## config.mk

```make
export PLATFORM = sky130hd
export DESIGN_NAME = infix_two_level_calculator_unit
export DESIGN_NICKNAME = d
export VERILOG_FILES = /design/src/icalc_pkg.sv /design/src/infix_two_level_calculator_unit.sv
export SDC_FILE = /design/constraint.sdc
export NUM_CORES = 1
export LEC_CHECK = 0
export ABC_AREA = 1
export BUFFER_PORTS_ARGS = -buffer_cell sky130_fd_sc_hd__clkbuf_2
export CAP_MARGIN = 20
export CORE_MARGIN = 4
export CORE_UTILIZATION = 35
export DETAILED_ROUTE_END_ITERATION = 8
export PLACE_DENSITY_LB_ADDON = 0.25
export SLEW_MARGIN = 20
export SYNTH_ARGS = -nofsm -noshare
export SYNTH_HDL_FRONTEND = slang
export SYNTH_SLANG_ARGS = --single-unit
```

## constraint.sdc

```tcl
create_clock -name clk -period 12.65 [get_ports clk]
set_input_delay 0 -clock clk [delete_from_list [all_inputs] [get_ports clk]]
set_output_delay 0 -clock clk [all_outputs]
set_load 0.02 [all_outputs]
```

## src/icalc_pkg.sv

```systemverilog
`timescale 1ns / 1ps

package icalc_pkg;

	// word width of every number in the expression
	localparam int WORD_BITS = 48;

	// sticky error bit positions
	localparam int ERR_DIV0 = 0;
	localparam int ERR_OVF  = 1;

	// saturation limits
	localparam logic [WORD_BITS-1:0] WORD_MAX = {1'b0, {(WORD_BITS-1){1'b1}}};
	localparam logic [WORD_BITS-1:0] WORD_MIN = {1'b1, {(WORD_BITS-1){1'b0}}};

	// operator that follows an operand
	typedef enum logic [1:0] {
		OP_ADD = 2'd0,
		OP_SUB = 2'd1,
		OP_MUL = 2'd2,
		OP_DIV = 2'd3
	} op_code_t;

	// pending additive operator
	typedef enum logic [1:0] {
		ADD_NONE  = 2'd0,
		ADD_PLUS  = 2'd1,
		ADD_MINUS = 2'd2
	} add_pend_t;

	// pending multiplicative operator
	typedef enum logic [1:0] {
		MUL_NONE   = 2'd0,
		MUL_TIMES  = 2'd1,
		MUL_DIVIDE = 2'd2
	} mul_pend_t;

	// input beat
	typedef struct packed {
		logic signed [WORD_BITS-1:0] operand_value;
		logic [1:0]                  operation;
		logic                        is_last;
	} operand_t;

	// output beat
	typedef struct packed {
		logic signed [WORD_BITS-1:0] result_value;
		logic                        divide_by_zero;
		logic                        overflowed;
	} result_t;

endpackage

```

## src/infix_two_level_calculator_unit.sv

```systemverilog
// Infix calculator over signed fixed-point words (FRACTION_BITS fraction bits).
// Operand channel: one beat per number, carrying the operator that follows it
// or an end mark. Result channel: one beat per expression, sent after the
// beat marked last, with the value and sticky divide-by-zero and overflow flags.
// Multiply and divide bind tighter than add and subtract; equal levels go left
// to right. One shared adder does the multiply, divide, saturation and sum work.
// operand_stall stays high while a beat is processed: the sequencer goes
// through IDLE and POST for a beat with no pending multiply/divide, through
// MUL (one shift-add step per cycle) and SAT for a pending multiply, and
// through DIV (one restoring quotient bit per cycle) and SAT for a pending
// divide; a zero divisor skips straight to POST. The last beat also passes
// through EMIT, where it waits for any stalled result.
// result_valid rises when EMIT loads the result register.
// The result sits in an output register; the block keeps taking operands while
// it waits, and only a finished expression waits when result_stall holds the
// previous result. Reset clears the running sum, term, pending operators and
// flags, and leaves the result channel empty.
`timescale 1ns / 1ps

module infix_two_level_calculator_unit #(
	parameter int FRACTION_BITS = 16
) (
	input  logic                clk,
	input  logic                arst_n,
	input  logic                operand_valid,
	output logic                operand_stall,
	input  icalc_pkg::operand_t operand,
	output logic                result_valid,
	input  logic                result_stall,
	output icalc_pkg::result_t  result
);

	localparam int W  = icalc_pkg::WORD_BITS;
	localparam int DW = W + FRACTION_BITS;
	localparam int PW = 2 * W;
	localparam int QW = (PW > DW) ? PW : DW;
	localparam int AW = W + 2;
	localparam int CW = $clog2(DW);

	typedef enum logic [5:0] {
		ST_IDLE = 6'b000001,
		ST_MUL  = 6'b000010,
		ST_DIV  = 6'b000100,
		ST_SAT  = 6'b001000,
		ST_POST = 6'b010000,
		ST_EMIT = 6'b100000
	} state_t;

	state_t                 state_q;
	logic [W-1:0]           sum_q;
	icalc_pkg::add_pend_t   padd_q;
	logic [W-1:0]           term_q;
	icalc_pkg::mul_pend_t   pmul_q;
	logic [1:0]             err_q;
	logic [W-1:0]           opnd_q;
	logic [W-1:0]           acc_q;
	logic [W-1:0]           lo_q;
	logic [DW-1:0]          dq_q;
	logic [CW-1:0]          cnt_q;
	logic                   neg_q;
	logic                   last_q;
	logic [1:0]             op_q;
	logic                   result_valid_q;
	icalc_pkg::result_t     result_q;

	// two's complement magnitude of a word
	function automatic logic [W-1:0] mag_of(input logic [W-1:0] x);
		return x[W-1] ? (~x + W'(1)) : x;
	endfunction

	logic         accept;
	logic         take;
	logic         load;
	logic [W-1:0] op_mag;
	logic [W-1:0] term_mag;

	assign accept   = operand_valid && !operand_stall;
	assign take     = result_valid_q && !result_stall;
	assign load     = (state_q == ST_EMIT) && (!result_valid_q || !result_stall);
	assign op_mag   = mag_of(operand.operand_value);
	assign term_mag = mag_of(term_q);

	assign operand_stall = (state_q != ST_IDLE);
	assign result_valid  = result_valid_q;
	assign result        = result_q;

	// saturation check of the product or quotient magnitude
	logic [QW-1:0] sat_mag;
	logic [QW-1:0] sat_upper;
	logic          sat_over;

	assign sat_mag   = (pmul_q == icalc_pkg::MUL_TIMES) ?
		QW'({acc_q, lo_q} >> FRACTION_BITS) : QW'(dq_q);
	assign sat_upper = sat_mag >> (W - 1);
	assign sat_over  = neg_q ?
		((sat_upper > QW'(1)) || ((sat_upper == QW'(1)) && (sat_mag[W-2:0] != '0))) :
		(sat_upper != '0);

	// shared adder operand selection
	logic [AW-1:0] add_a;
	logic [AW-1:0] add_b;
	logic          add_ci;
	logic [AW-1:0] add_r;
	logic [W:0]    rem_sh;
	logic          fold_sub;

	assign rem_sh   = {acc_q, dq_q[DW-1]};
	assign fold_sub = (padd_q == icalc_pkg::ADD_MINUS);

	always_comb begin
		add_a  = '0;
		add_b  = '0;
		add_ci = 1'b0;
		unique case (state_q)
			ST_MUL: begin
				add_a = AW'(acc_q);
				add_b = lo_q[0] ? AW'(opnd_q) : '0;
			end
			ST_DIV: begin
				add_a  = AW'(rem_sh);
				add_b  = ~AW'(opnd_q);
				add_ci = 1'b1;
			end
			ST_SAT: begin
				add_b  = ~AW'(sat_mag[W-1:0]);
				add_ci = 1'b1;
			end
			ST_POST: begin
				add_a  = {{2{sum_q[W-1]}}, sum_q};
				add_b  = fold_sub ? ~{{2{term_q[W-1]}}, term_q} : {{2{term_q[W-1]}}, term_q};
				add_ci = fold_sub;
			end
			default: begin
				add_a  = '0;
				add_b  = '0;
				add_ci = 1'b0;
			end
		endcase
	end

	assign add_r = add_a + add_b + AW'(add_ci);

	// derived adder results
	logic         div_ge;
	logic [W:0]   fold_r;
	logic         fold_ovf;
	logic         fold_needed;

	assign div_ge      = !add_r[AW-1];
	assign fold_r      = add_r[W:0];
	assign fold_ovf    = fold_r[W] ^ fold_r[W-1];
	assign fold_needed = last_q || (op_q == icalc_pkg::OP_ADD) || (op_q == icalc_pkg::OP_SUB);

	// sequencer and datapath registers
	always_ff @(posedge clk or negedge arst_n) begin
		if (!arst_n) begin
			state_q <= ST_IDLE;
			sum_q   <= '0;
			padd_q  <= icalc_pkg::ADD_NONE;
			term_q  <= '0;
			pmul_q  <= icalc_pkg::MUL_NONE;
			err_q   <= '0;
			cnt_q   <= '0;
		end else begin
			unique case (state_q)
				ST_IDLE: begin
					if (accept) begin
						neg_q  <= term_q[W-1] ^ operand.operand_value[W-1];
						opnd_q <= (pmul_q == icalc_pkg::MUL_TIMES) ? term_mag : op_mag;
						last_q <= operand.is_last;
						op_q   <= operand.operation;
						acc_q  <= '0;
						lo_q   <= op_mag;
						dq_q   <= DW'(term_mag) << FRACTION_BITS;
						case (pmul_q)
							icalc_pkg::MUL_TIMES: begin
								cnt_q   <= CW'(W - 1);
								state_q <= ST_MUL;
							end
							icalc_pkg::MUL_DIVIDE: begin
								if (operand.operand_value == '0) begin
									term_q                   <= '0;
									err_q[icalc_pkg::ERR_DIV0] <= 1'b1;
									state_q                  <= ST_POST;
								end else begin
									cnt_q   <= CW'(DW - 1);
									state_q <= ST_DIV;
								end
							end
							default: begin
								term_q  <= operand.operand_value;
								state_q <= ST_POST;
							end
						endcase
					end
				end
				ST_MUL: begin
					acc_q <= add_r[W:1];
					lo_q  <= {add_r[0], lo_q[W-1:1]};
					if (cnt_q == '0) begin
						state_q <= ST_SAT;
					end else begin
						cnt_q <= cnt_q - CW'(1);
					end
				end
				ST_DIV: begin
					acc_q <= div_ge ? add_r[W-1:0] : rem_sh[W-1:0];
					dq_q  <= {dq_q[DW-2:0], div_ge};
					if (cnt_q == '0) begin
						state_q <= ST_SAT;
					end else begin
						cnt_q <= cnt_q - CW'(1);
					end
				end
				ST_SAT: begin
					if (sat_over) begin
						term_q                    <= neg_q ? icalc_pkg::WORD_MIN : icalc_pkg::WORD_MAX;
						err_q[icalc_pkg::ERR_OVF] <= 1'b1;
					end else begin
						term_q <= neg_q ? add_r[W-1:0] : sat_mag[W-1:0];
					end
					state_q <= ST_POST;
				end
				ST_POST: begin
					if (fold_needed) begin
						// fold the finished term into the sum
						pmul_q <= icalc_pkg::MUL_NONE;
						if (padd_q == icalc_pkg::ADD_NONE) begin
							sum_q <= term_q;
						end else if (fold_ovf) begin
							sum_q <= fold_r[W] ? icalc_pkg::WORD_MIN : icalc_pkg::WORD_MAX;
							err_q[icalc_pkg::ERR_OVF] <= 1'b1;
						end else begin
							sum_q <= fold_r[W-1:0];
						end
						if (last_q) begin
							state_q <= ST_EMIT;
						end else begin
							padd_q  <= (op_q == icalc_pkg::OP_ADD) ?
								icalc_pkg::ADD_PLUS : icalc_pkg::ADD_MINUS;
							state_q <= ST_IDLE;
						end
					end else begin
						pmul_q  <= (op_q == icalc_pkg::OP_MUL) ?
							icalc_pkg::MUL_TIMES : icalc_pkg::MUL_DIVIDE;
						state_q <= ST_IDLE;
					end
				end
				ST_EMIT: begin
					if (load) begin
						sum_q   <= '0;
						padd_q  <= icalc_pkg::ADD_NONE;
						term_q  <= '0;
						pmul_q  <= icalc_pkg::MUL_NONE;
						err_q   <= '0;
						state_q <= ST_IDLE;
					end
				end
				default: begin
					state_q <= ST_IDLE;
				end
			endcase
		end
	end

	// result register
	always_ff @(posedge clk or negedge arst_n) begin
		if (!arst_n) begin
			result_valid_q <= 1'b0;
		end else if (load) begin
			result_valid_q <= 1'b1;
		end else if (take) begin
			result_valid_q <= 1'b0;
		end
	end

	always_ff @(posedge clk) begin
		if (load) begin
			result_q.result_value   <= sum_q;
			result_q.divide_by_zero <= err_q[icalc_pkg::ERR_DIV0];
			result_q.overflowed     <= err_q[icalc_pkg::ERR_OVF];
		end
	end

	// iteration counter steps down by one while the loop runs
	assert property (@(posedge clk) disable iff (!arst_n)
		((state_q == ST_MUL) || (state_q == ST_DIV)) && (cnt_q != '0)
		|=> (state_q == $past(state_q)) && (cnt_q == $past(cnt_q) - CW'(1)))
	else $error("iteration counter did not step");

	// partial remainder stays below the divisor
	assert property (@(posedge clk) disable iff (!arst_n)
		(state_q == ST_DIV) |-> (acc_q < opnd_q))
	else $error("partial remainder not below divisor");

	// a zero divisor raises the sticky flag
	assert property (@(posedge clk) disable iff (!arst_n)
		accept && (pmul_q == icalc_pkg::MUL_DIVIDE) && (operand.operand_value == '0)
		|=> err_q[icalc_pkg::ERR_DIV0])
	else $error("zero divisor not flagged");

	// sending a result returns the expression state to its cleared form
	assert property (@(posedge clk) disable iff (!arst_n)
		load |=> (state_q == ST_IDLE) && (padd_q == icalc_pkg::ADD_NONE)
			&& (pmul_q == icalc_pkg::MUL_NONE) && (err_q == '0) && result_valid_q)
	else $error("state not cleared after result");

endmodule
```

# Yosys cells after proc, flatten, opt, wreduce, memory -nomap -nowiden
# Index checks and enable logic that the tools add are counted.
totals:
  register_bits: 377
  inputBits: 55
  wordCells: 163
op_classes:
  addsub: 5
  magnitude_cmp: 1
  eq_ne: 28
  mux: 62
  bitwise_logic: 7
  reduce_logical: 41
ops:
  columns: ["cell", "count"]
  rows:
  - ["2-to-1 mux 48 bit", 17]
  - ["case mux 48 bit (2 select lines)", 3]
  - ["case mux 48 bit (3 select lines)", 2]
  - ["case mux 50 bit (4 select lines)", 1]
  - ["case mux 50 bit (3 select lines)", 1]
  - ["case mux 64 bit (2 select lines)", 1]
  - ["NOT 48 -> 50 bit", 2]
  - ["adder 48 x 1 -> 48 bit, second input constant", 2]
  - ["NOT 48 bit", 2]
  - ["nonzero test 96 bit", 1]
  - ["2-to-1 mux 80 bit", 1]
  - ["2-to-1 mux 64 bit", 1]
  - ["adder 50 x 1 -> 50 bit", 1]
  - ["adder 50 bit", 1]
  - ["2-to-1 mux 50 bit", 1]
  - ["NOT 50 bit", 1]
  - ["logical NOT 48 bit", 1]
  - ["2-to-1 mux 6 bit", 8]
  - ["nonzero test 47 bit", 1]
  - ["== test 33 x 1 -> 1 bit, second input constant", 1]
  - ["> comparator 33 x 1 -> 1 bit, second input constant", 1]
  - ["case mux 6 bit (5 select lines)", 1]
  - ["case mux 6 bit (2 select lines)", 2]
  - ["inequality test 2 bit, second input constant", 10]
  - ["other kinds (34)", 81]

# Longest topological paths before layout
logic_depth:
  depth_word: 11
  depth_mapped: 32

# Worst setup path after synthesis
# OpenSTA, ideal clock, no wires.
synth_timing:
  path_kind: "reg2reg"
  from: "reg state_q[5]"
  to: "reg dq_q[0] (enable)"
  arrival_time_ns: 4.443
  required_time_ns: 12.143
  path_slack_ns: 7.700
  stages_incl_launch_ff: 6
  path_cell_list: "dfrtp_1 -> nor2_1 -> nand3_1 -> clkbuf_1 -> clkbuf_1 -> a21oi_1"
synth_between:
  elab_chain_cells: 5
  elab_cells_between_ends: 8
synth_rtl:
  columns: ["element", "line", "source"]
  rows:
  - ["from (decl)", "infix_two_level_calculator_unit.sv:49", "state_t state_q;"]
  - ["from (signal assigned)", "infix_two_level_calculator_unit.sv:157", "state_q <= ST_IDLE;"]
  - ["from (signal assigned)", "infix_two_level_calculator_unit.sv:178", "state_q <= ST_MUL;"]
  - ["from (signal assigned)", "infix_two_level_calculator_unit.sv:184", "state_q <= ST_POST;"]
  - ["inequality test 6 x 1 -> 1 bit", "infix_two_level_calculator_unit.sv:83", "assign operand_stall = (state_q != ST_IDLE);"]
  - ["logical NOT 1 bit", "infix_two_level_calculator_unit.sv:77", "assign accept = operand_valid && !operand_stall;"]
  - ["logical AND 1 bit", "infix_two_level_calculator_unit.sv:77", null]
  - ["inequality test 2 bit (no source line)", null, null]
  - ["AND reduction 3 bit (no source line) *", null, null]
  - ["to (signal assigned)", "infix_two_level_calculator_unit.sv:174", "dq_q <= DW'(term_mag) << FRACTION_BITS;"]
  - ["to (signal assigned)", "infix_two_level_calculator_unit.sv:208", "dq_q <= {dq_q[DW-2:0], div_ge};"]
  - ["to (decl)", "infix_two_level_calculator_unit.sv:58", "logic [DW-1:0] dq_q;"]
# Mark *: on every way between the ends. The rest lies on a longest branch, timed or not.
# A chain may end at the register's enable or synchronous reset.

# Final worst setup path
layout_timing:
  from: "reg pmul_q[1]"
  to: "reg err_q[1]"
layout_between:
  elab_chain_cells: 9
  elab_cells_between_ends: 17
layout_rtl:
  columns: ["element", "line", "source"]
  rows:
  - ["from (decl)", "infix_two_level_calculator_unit.sv:53", "icalc_pkg::mul_pend_t pmul_q;"]
  - ["from (signal assigned)", "infix_two_level_calculator_unit.sv:161", "pmul_q <= icalc_pkg::MUL_NONE;"]
  - ["from (signal assigned)", "infix_two_level_calculator_unit.sv:227", "pmul_q <= icalc_pkg::MUL_NONE;"]
  - ["from (signal assigned)", "infix_two_level_calculator_unit.sv:244", "pmul_q <= (op_q == icalc_pkg::OP_MUL) ?"]
  - ["== test 2 x 1 -> 1 bit *", "infix_two_level_calculator_unit.sv:92", "assign sat_mag = (pmul_q == icalc_pkg::MUL_TIMES) ?"]
  - ["2-to-1 mux 80 bit *", "infix_two_level_calculator_unit.sv:92", null]
  - ["NOT 48 -> 50 bit", "infix_two_level_calculator_unit.sv:125", "add_b = ~AW'(sat_mag[W-1:0]);"]
  - ["case mux 50 bit (4 select lines)", "infix_two_level_calculator_unit.sv:114", "unique case (state_q)"]
  - ["adder 50 bit", "infix_two_level_calculator_unit.sv:141", "assign add_r = add_a + add_b + AW'(add_ci);"]
  - ["adder 50 x 1 -> 50 bit", "infix_two_level_calculator_unit.sv:141", null]
  - ["XOR 1 bit", "infix_two_level_calculator_unit.sv:151", "assign fold_ovf = fold_r[W] ^ fold_r[W-1];"]
  - ["inequality test 2 bit (no source line)", null, null]
  - ["AND reduction 6 bit (no source line) *", null, null]
  - ["to (signal assigned)", "infix_two_level_calculator_unit.sv:162", "err_q <= '0;"]
  - ["to (signal, indexed assignment)", "infix_two_level_calculator_unit.sv:183", "err_q[icalc_pkg::ERR_DIV0] <= 1'b1;"]
  - ["to (signal, indexed assignment)", "infix_two_level_calculator_unit.sv:218", "err_q[icalc_pkg::ERR_OVF] <= 1'b1;"]
  - ["to (decl)", "infix_two_level_calculator_unit.sv:54", "logic [1:0] err_q;"]
# Marked as above.

==> flow_metrics.tcl <==
set metrics [dict create \
    rsz0062_at_grt "false" \
    cts_inserted_buffers 48 \
    yosysWarnings 0 \
    drt_iter0_drc 3942 \
    power.leakage_uw 0.01553 \
    syn_to_final_growth_pct 12.83 \
    worstPathRequired_ns 13.13 \
    yosys_most_used_dff "edfxtp_1" \
    setup_viol 0 \
    gp_congestion 1.018 \
    io_pins 107 \
    design_area_mm2 0.03204 \
    num_vias 29320 \
    fmax_mhz 154.0 \
    die_w_um 292.9 \
    critPathKind "flop to flop" \
    row_count 104 \
    drc 0 \
    antenna_found_initial 1 \
    hpwl_um 96090 \
    tritoncts "built" \
    mostFrequentLayoutCell "nand2_1" \
    final_antenna_net_count 0 \
    gr-usage-all-layers 0.2834 \
    layout_common_cells "nand2_1 (1695), inv_1 (502), nor2_1 (428)" \
    power.density_mw_per_mm2 211.1 \
    clk_latency_ns 0.64 \
    n_fill_cell 8727 \
    ys_ff_latch 377 \
    final_core_util 0.3985 \
    start_kind "flop" \
    synth-async-reset-ratio 0.3050 \
    antenna_cells 0 \
    synth_nets 4384 \
    critical_path.max_fanout 61 \
    peakVddDrop_mv 0.1151 \
    synth_edf_count 262 \
    grt_pass1_wl_um 182200 \
    synthDistinctLibCells 58 \
    grt_pass1_vias 27110 \
    relSlewSlack 0.2592 \
    worstHoldPathType "input pin to flop" \
    period_share 0.5134 \
    crit_arrival_ns 6.98 \
    fin_crit_ns 6.494 \
    power_uw 6763 \
    cts_setup_buffers 0 \
    synth_area_mm2 0.02840 \
    port_buffers 106 \
    root_buffer "clkbuf_16" \
    design.core.area_mm2 0.08042 \
    cts-htree-levels 2 \
    viasPerCell 5.390 \
    routedWlPerCell_um 23.06 \
    cts.repair.resized 0 \
    placement.cell_area_mm2 0.02984 \
    wl_um 125400 \
    clock_skew_ns 0.04405 \
    start_util 0.3531 \
    status "completed" \
    die_h_um 292.9 \
    end_kind "flop" \
    numClockSinks 377 \
    first_pass_iters 6 \
    postSynthCellCount 4270 \
    avgSynthCellArea_um2 6.651 \
    layout.nets 4453 \
    synth-seq-area-share 0.3784 \
    finalHoldViolations 0 \
    tightest_slew_ns 1.107 \
    max_cap_violations 0 \
    setup_tns_ns 0 \
    max-clock-path-buffers 3 \
    drv_slew 0 \
    drive_gt1_frac 0.06577 \
    clkTransAtPathRegs_ns 0.06 \
    grt.overflow.total 0 \
    die-area_mm2 0.08576 \
    grt_max_degree 80 \
]
-- kinds of logic after synthesis --
logic type | share of synthesized area
XOR/XNOR | 0.03485
AO/OA/AOI/OAI | 0.1035
buffers and inverters | 0.09644
flip-flops | 0.3784
adder cells (fa/ha/maj) | 0.02652
multiplexers | 0.001057
AND/OR/NAND/NOR | 0.3592
-- synth_stat cells (4+ instances only) --
cell | n | area share
clkbuf_1 | 105 | 0.014
o22ai_1 | 22 | 0.0048
o2111ai_1 | 24 | 0.0074
o21ai_1 | 25 | 0.0044
o211ai_1 | 4 | 0.0011
and2_1 | 17 | 0.0037
nor4_1 | 6 | 0.0013
ha_1 | 57 | 0.025
buf_2 | 23 | 0.0041
buf_6 | 10 | 0.0040
a31oi_1 | 7 | 0.0015
nand3b_1 | 10 | 0.0026
o31ai_1 | 10 | 0.0026
a21oi_1 | 142 | 0.025
nor2_1 | 431 | 0.057
edfxtp_1 | 262 | 0.28
o21ai_0 | 179 | 0.032
xor2_1 | 101 | 0.031
dfrtp_1 | 114 | 0.10
nor3_1 | 27 | 0.0048
buf_1 | 35 | 0.0046
a221oi_1 | 11 | 0.0034
nand4_1 | 52 | 0.011
xnor2_1 | 12 | 0.0037
buf_4 | 8 | 0.0021
nand3_1 | 242 | 0.043
inv_1 | 503 | 0.066
or2_2 | 29 | 0.0064
a211oi_1 | 5 | 0.0013
o221ai_1 | 44 | 0.014
o21bai_1 | 6 | 0.0016
o21a_1 | 5 | 0.0013
nand2_1 | 1696 | 0.22
inv_2 | 7 | 0.00093
-- power by group --
group,switching [uW],internal [uW],total [uW]
combinational,2430,856,3280
clock,612,853,1460
sequential,286,1730,2020
total,3320,3440,6760
-- metal layers --
| layer | GRT usage | routed length [um] | vias up |
|---|---|---|---|
| met3 | 0.05110 | 11950 | 179 |
| met1 | 0.4096 | 55010 | 13850 |
| met5 | 0 | 17 | - |
| met4 | 0.08053 | 4086 | 2 |
| li1 | - | - | 13830 |
| met2 | 0.4345 | 54380 | 1455 |
-- per-stage QoR --
stage | cells | hold slack, ns | setup WS [ns]
after floorplan | 4270 | -0.2956 | 7.700
after global placement | 5296 | -0.1646 | 6.407
after detailed placement | 5296 | -0.1692 | 6.249
after CTS | 5439 | 0.04555 | 6.221
after global routing | 5439 | 0.09824 | 5.743
final | 5439 | 0.08109 | 6.156
-- final timing paths --
check	slack, ns	cells after the start	end	startpoint
max in group asynchronous	11.22	4	sum_q[10]	arst_n
hold reg to reg	0.46	0	result[0]	err_q[1]
hold / removal	0.08	3	neg_q	operand[50]
min in group asynchronous	0.17	3	state_q[1]	arst_n
setup reg to reg	6.16	24	err_q[1]	pmul_q[1]
setup / recovery	6.16	24	err_q[1]	pmul_q[1]
-- cell type report --
cell class              instances  area (um2)  share of cell area
clock buffers                  75        1476             0.04608
clock inverters                15       192.7            0.006013
inverters                     513        1926             0.06009
multi-input cells            3199       15000              0.4683
flip-flops and latches        377       10750              0.3354
well taps                    1060        1326             0.04139
repair buffers                200        1371             0.04280
-- what timing repair did --
item	CTS	global route
setup endpoints to repair	0	0
endpoints found under the hold margin	190	0
hold buffers	53	0
-- sequential cells by signal (all words and copies together), names as in the netlist, 6 cells and up --
signal	flops
dq_q	64
result	50
acc_q	48
lo_q	48
opnd_q	48
sum_q	48
term_q	48
cnt_q	6
state_q	6
-- critical path, stage by stage (launching register included) --
cell	delay [ns]
dfrtp_1	0.37
inv_1	0.14
ha_4	0.35
buf_4	0.69
nand2_1	0.26
o21ai_0	0.31
inv_1	0.12
a221oi_1	0.38
o21ai_0	0.39
ha_1	0.51
nand2_1	0.13
nor2_1	0.34
nand2_1	0.16
nor2_1	0.16
nand3_1	0.12
nand3_1	0.20
nand2_1	0.09
nand2_1	0.12
inv_1	0.08
ha_1	0.31
inv_1	0.06
buf_4	0.48
nor3_1	0.12
o21ai_0	0.25
a21oi_1	0.10
No activity file was read; power rests on OpenSTA's default activity.
